`config.mk`:
```
export PLATFORM = sky130hd
export DESIGN_NAME = rcc_record_state
export DESIGN_NICKNAME = d
export VERILOG_FILES = /design/src/rtl/core/rcc_pkg.sv /design/src/rtl/core/rcc_crc_byte.sv /design/src/rtl/core/rcc_record_state.sv
export SDC_FILE = /design/constraint.sdc
export NUM_CORES = 1
export LEC_CHECK = 0
export BUFFER_PORTS_ARGS = -buffer_cell sky130_fd_sc_hd__buf_2
export CAP_MARGIN = 20
export CORE_UTILIZATION = 45
export DETAILED_ROUTE_END_ITERATION = 8
export GPL_TIMING_DRIVEN = 0
export PLACE_DENSITY = 0.75
export RECOVER_POWER = 25
export SLEW_MARGIN = 20
export SYNTH_ARGS = -nofsm -noshare
export SYNTH_HDL_FRONTEND = slang
export SYNTH_SLANG_ARGS = --single-unit
```
`constraint.sdc`:
```
create_clock -name aclk -period 5.11 [get_ports aclk]
set_input_delay 0.2555 -clock aclk [delete_from_list [all_inputs] [get_ports aclk]]
set_output_delay 0.2555 -clock aclk [all_outputs]
set_load 0.02 [all_outputs]
```
`src/rtl/core/rcc_pkg.sv`:
```
package rcc_pkg;

    localparam int MAX_RECORD_BYTES = 256;
    localparam int POS_W = $clog2(MAX_RECORD_BYTES);
    localparam int OFFSET_W = 8;
    localparam int CMP_W = (POS_W > OFFSET_W) ? POS_W : OFFSET_W;
    localparam logic [POS_W-1:0] POS_MAX = POS_W'(MAX_RECORD_BYTES - 1);

    localparam int CRC_W = 32;
    localparam int FIELD_BYTES = 4;
    localparam logic [CRC_W-1:0] CRC_INIT = 32'hFFFF_FFFF;

    localparam int ADDR_W = 3;
    localparam logic REG_CHECKSUM_OFFSET = 1'b0;

    typedef struct packed {
        logic valid;
        logic first;
        logic last;
    } step_ctrl_t;

    typedef struct packed {
        logic [CRC_W-1:0] crc;
        logic [CRC_W-1:0] stored;
        logic             ok;
    } result_t;

    localparam logic [CRC_W-1:0] NIB_TABLE [16] = '{
        32'h00000000, 32'h1db71064, 32'h3b6e20c8, 32'h26d930ac,
        32'h76dc4190, 32'h6b6b51f4, 32'h4db26158, 32'h5005713c,
        32'hedb88320, 32'hf00f9344, 32'hd6d6a3e8, 32'hcb61b38c,
        32'h9b64c2b0, 32'h86d3d2d4, 32'ha00ae278, 32'hbdbdf21c
    };

    function automatic logic [CRC_W-1:0] crc_nibble(input logic [CRC_W-1:0] crc,
                                                    input logic [3:0] nib);
        logic [3:0] idx;
        idx = crc[3:0] ^ nib;
        return NIB_TABLE[idx] ^ (crc >> 4);
    endfunction

endpackage

```
`src/rtl/core/rcc_crc_byte.sv`:
```
module rcc_crc_byte (
    input  logic [rcc_pkg::CRC_W-1:0] crc_in,
    input  logic [7:0]                data_in,
    output logic [rcc_pkg::CRC_W-1:0] crc_out
);

    logic [rcc_pkg::CRC_W-1:0] crc_mid;

    // Low nibble first, then high nibble.
    assign crc_mid = rcc_pkg::crc_nibble(crc_in, data_in[3:0]);
    assign crc_out = rcc_pkg::crc_nibble(crc_mid, data_in[7:4]);

endmodule

```
`src/rtl/core/rcc_record_state.sv`:
```
module rcc_record_state (
    input  logic                         aclk,
    input  logic                         aresetn,
    input  rcc_pkg::step_ctrl_t          step,
    input  logic [7:0]                   data_byte,
    input  logic [rcc_pkg::OFFSET_W-1:0] checksum_offset,
    output rcc_pkg::result_t             result
);

    logic [rcc_pkg::CRC_W-1:0] crc_reg, crc_next;
    logic [rcc_pkg::POS_W-1:0] pos_reg, pos_next;
    logic [rcc_pkg::CRC_W-1:0] cap_reg, cap_next;

    logic [rcc_pkg::CRC_W-1:0] crc_base, crc_upd, cap_base, cap_upd;
    logic [rcc_pkg::POS_W-1:0] pos_base, pos_upd;
    logic [rcc_pkg::CMP_W-1:0] pos_ext, off_ext, diff;
    logic                      in_field;
    logic [7:0]                fed;
    logic [1:0]                lane;

    always_comb begin
        crc_base = step.first ? rcc_pkg::CRC_INIT : crc_reg;
        pos_base = step.first ? '0 : pos_reg;
        cap_base = step.first ? '0 : cap_reg;
    end

    assign pos_ext  = rcc_pkg::CMP_W'(pos_base);
    assign off_ext  = rcc_pkg::CMP_W'(checksum_offset);
    assign diff     = pos_ext - off_ext;
    assign in_field = (pos_ext >= off_ext)
                      && (diff < rcc_pkg::CMP_W'(rcc_pkg::FIELD_BYTES));
    assign lane     = diff[1:0];
    assign fed      = in_field ? 8'h00 : data_byte;

    always_comb begin
        cap_upd = cap_base;
        if (in_field) begin
            cap_upd[8*lane +: 8] = data_byte;
        end
    end

    rcc_crc_byte u_crc_byte (
        .crc_in  (crc_base),
        .data_in (fed),
        .crc_out (crc_upd)
    );

    assign pos_upd = (pos_base < rcc_pkg::POS_MAX) ? pos_base + 1'b1 : pos_base;

    always_comb begin
        crc_next = crc_reg;
        pos_next = pos_reg;
        cap_next = cap_reg;
        if (step.valid) begin
            if (step.last) begin
                crc_next = rcc_pkg::CRC_INIT;
                pos_next = '0;
                cap_next = '0;
            end else begin
                crc_next = crc_upd;
                pos_next = pos_upd;
                cap_next = cap_upd;
            end
        end
    end

    always_ff @(posedge aclk) begin
        if (!aresetn) begin
            crc_reg <= rcc_pkg::CRC_INIT;
            pos_reg <= '0;
            cap_reg <= '0;
        end else begin
            crc_reg <= crc_next;
            pos_reg <= pos_next;
            cap_reg <= cap_next;
        end
    end

    always_comb begin
        result.crc    = ~crc_upd;
        result.stored = cap_upd;
        result.ok     = (~crc_upd == cap_upd);
    end

endmodule

```
==> run_results.csv <==
group,metric,value,unit
clocking,cts_made_buffers,9,
global_route,first_global_vias,6105,
min_path,hold_end,"cap_reg[4]",
synthesis,synth_edf_count,0,
route,remaining_drc_errors,0,
synthesis,synth_area,6500,µm²
cells_and_area,syn2layout_area_growth,23.1,%
route,drt_iter0_markers,842,
sta,finalHoldViolations,0,
synthesis,synth_cell_types,77,
floorplanning,die_w,122,µm
floorplanning,coreArea,14000,µm²
global_route,grt_max_degree,13,
min_path,worst_hold_path_type,"in2reg",
setup_path,crit_required,4.85,ns
clocking,clock_path_buffers,2,
sta,tightest_slew,0.910,ns
route,vias,6721,
global_route,grt_use_met1,40.3,%
floorplanning,die_y,122,µm
route,finalWirelength,22400,µm
cells_and_area,fin_nets,1006,
synthesis,ys.flop_type,"dfxtp_1",
placed_design,place_hpwl,16300,µm
synthesis,synthTopCellsByCount,"96 x xnor2_1, 94 x nand2_1, 72 x dfxtp_1",
global_route,use_met3,5.99,%
route,wire_per_inst,19.4,µm
outcome,status,"finished clean",
synthesis,synth_nets,895,
sta,slew_headroom,38.9,%
global_route,overflow,0,
synthesis,async_flop_share,0,%
setup_path,reg2reg_depth,16,
sta,timing.clock.skew,0.00783,ns
sta,worst_slack,0.0752,ns
clocking,cts_hold_buf,0,
clocking,cts.reportedPaths.clkPinSlew,0.06,ns
clocking,clkLatencyLatePin,0.35,ns
global_route,grtUsageTotal,30.0,%
synthesis,yosysMostFrequentCell,"xnor2_1",
synthesis,ys_seq_elements,72,
cells_and_area,antennaDiodeCount,0,
pwr,powerDensity,307,nW/µm²
setup_path,crit_type,"in2out",
setup_path,crit_slowest_cell,"or4_4",
setup_path,reg2reg_slack,1.24,ns
global_route,busiest_layer,"met2",
synthesis,yosysWarnings,0,
setup_path,endpoint_kind,"output port",
synthesis,netlist.area_leader.share,22.2,%
min_path,hp-start,"step[2]",
setup_path,cp_max_fo,10,
setup_path,slowest_delay,0.54,ns
pwr,p_clk_share,29.1,%
floorplanning,start_util,46.4,%
pwr,p_comb_share,46.5,%
clocking,cts_max_level,3,
sta,fin_crit,5.03,ns
run,drv_cap,0,
synthesis,ys_seq_area_share,22.2,%
route,ant_nets,0,
setup_path,cp.arrival,4.78,ns
floorplanning,pin_count,86,
setup_path,r2r-start,"pos_reg[6]",
sta,fmax,199,MHz
sta,slew_viol_final,0,
route,via_per_inst,5.82,
synthesis,synth_top_area_cell,"dfxtp_1",
synthesis,synth.area.top_cells,"dfxtp_1 22%, xnor2_1 13%, nand2_1 5.4%",
clocking,cts_tree,"built",
global_route,antenna_found_initial,0,
placed_design,finalWeightedCongestion,0.955,
setup_path,reg2reg_to,"crc_reg[23]",
setup_path,cpMostUsedCell,"clkbuf_8",
cells_and_area,drive_gt1_share,22.9,%
pwr,seqPwrFrac,24.5,%
placed_design,dp_slack,-1.33,ns
pwr,irDropWorstVdd,0.000163,V
route,dr.pass1.iters,6,
pwr,switching_share,39.7,%
sta,fin_crit_sh,98.5,%
sta,setup_viol,0,
pwr,p_leak,3.28,nW
pwr,internal_power,1.48,mW
synthesis,synthCells,859,
floorplanning,row_count,43,
pwr,switchingPower,0.974,mW
setup_path,cp-start-kind,"input pin",
global_route,grt_pass1_wl,33500,µm
setup_path,path_cells,"buf_6, clkbuf_8, clkbuf_8, clkbuf_8, nor2_4, inv_1, ha_1, inv_1, fa_2, nand2_2, o211a_1, or4_4, buf_6, o21ai_0, o2111ai_2, xnor2_2, inv_2, a22o_1, a211oi_2, nand4_1, a2111oi_4, buf_4",
clocking,clock_sinks,72,
min_path,min_path_cells,4,
clocking,cts_root_buffer,"clkbuf_16",
floorplanning,die_area,14900,µm²
pwr,power,2.45,mW
placed_design,port_buffers,78,
synthesis,synth_area_per_cell,7.56,µm²
global_route,met2_usage,45.9,%
==> critical path: cells and delay by family <==
kind                       cells  cell delay (ns)
adders and majority gates      2             0.42
and+or+nand+nor                4             0.94
AOI/OAI and AO/OA              6             1.62
xor gates and xnor gates       1             0.26
buffers and inverters          9             1.28
==> power by group through the flow <==
| stage | Sequential (mW) | Clock, mW | Combinational (mW) |
|---|---|---|---|
| final | 0.600 | 0.713 | 1.14 |
| after global routing | 0.602 | 0.738 | 1.20 |
| after CTS | 0.600 | 0.714 | 1.07 |
| after detailed placement | 0.612 | 0 | 0.985 |
| after global placement | 0.612 | 0 | 0.978 |
| after floorplan | 0.607 | 0 | 0.713 |
==> through the flow <==
step	TNS (ns)	cells	hold slack, ns	cell area [µm²]	utilization (%)
after floorplan	0	859	0.443	6520	-
after global placement	-16.79	1117	0.462	7140	51.0
after detailed placement	-14.14	1117	0.468	7140	51.0
after CTS	0	1148	0.346	7800	55.8
after global routing	-0.0787	1155	0.374	8000	57.2
final	0	1155	0.348	8000	57.2
==> final cells by class <==
class / instances / area [µm²]
buffer: 62 / 343
clock buffer: 11 / 253
clock inverter: 5 / 78.8
fill: 1290 / 5990
inverter: 73 / 274
multi-input combinational: 652 / 4810
sequential: 72 / 1440
tap: 180 / 225
timing repair buffer: 100 / 571
==> worst max-delay path by stage <==
| stage | startpoint | endpoint | slack [ns] | depth (start not counted) |
|---|---|---|---|---|
| 4_1_cts | step[1] | result[0] | 0.03 | 21 |
| 2_1_floorplan | step[1] | result[0] | 0.03 | 18 |
| 5_1_grt | step[1] | result[0] | -0.08 | 21 |
| 3_5_place_dp | step[1] | result[0] | -1.33 | 20 |
| 6_report | step[1] | result[0] | 0.08 | 22 |
| 3_3_place_gp | step[1] | result[0] | -1.36 | 20 |
==> cells by family after synthesis <==
logic type | after synthesis | synth area share [%]
AO/OA/AOI/OAI | 181 | 19.7
flip-flops | 72 | 22.2
adder cells (fa/ha/maj) | 16 | 3.18
AND/OR/NAND/NOR | 298 | 22.6
multiplexers | 15 | 3.20
buffers and inverters | 135 | 8.82
XOR/XNOR | 142 | 20.3
==> layer usage <==
metal	share of wire, %	routed length, µm
met5	0	0
met4	3.9	867
met3	11	2420
met2	44	9800
met1	41	9270
==> cells in the final DEF (no fill, tap or decap), drive strengths merged, types with 8 or more instances in the layout <==
| master | instances |
|---|---|
| dfxtp | 72 |
| o22ai | 36 |
| a21oi | 32 |
| nand3 | 14 |
| clkbuf | 51 |
| and2 | 29 |
| nor2b | 34 |
| inv | 73 |
| xnor2 | 98 |
| nor3 | 21 |
| nand2 | 94 |
| ha | 14 |
| xor2 | 40 |
| buf | 122 |
| and3 | 11 |
| nor2 | 61 |
| a31oi | 23 |
| mux2i | 8 |
| o21ai | 37 |
| o2111ai | 11 |
| nand2b | 11 |
==> timing repair <==
| item | in CTS | in global routing |
|---|---|---|
| endpoints found under the hold margin | 0 | 0 |
| resized for setup | 41 | 29 |
| pin swaps | 19 | 16 |
| setup buffers | 15 | 7 |
| setup endpoints to repair | 51 | 1 |
Power figures use the tool's default switching activity.
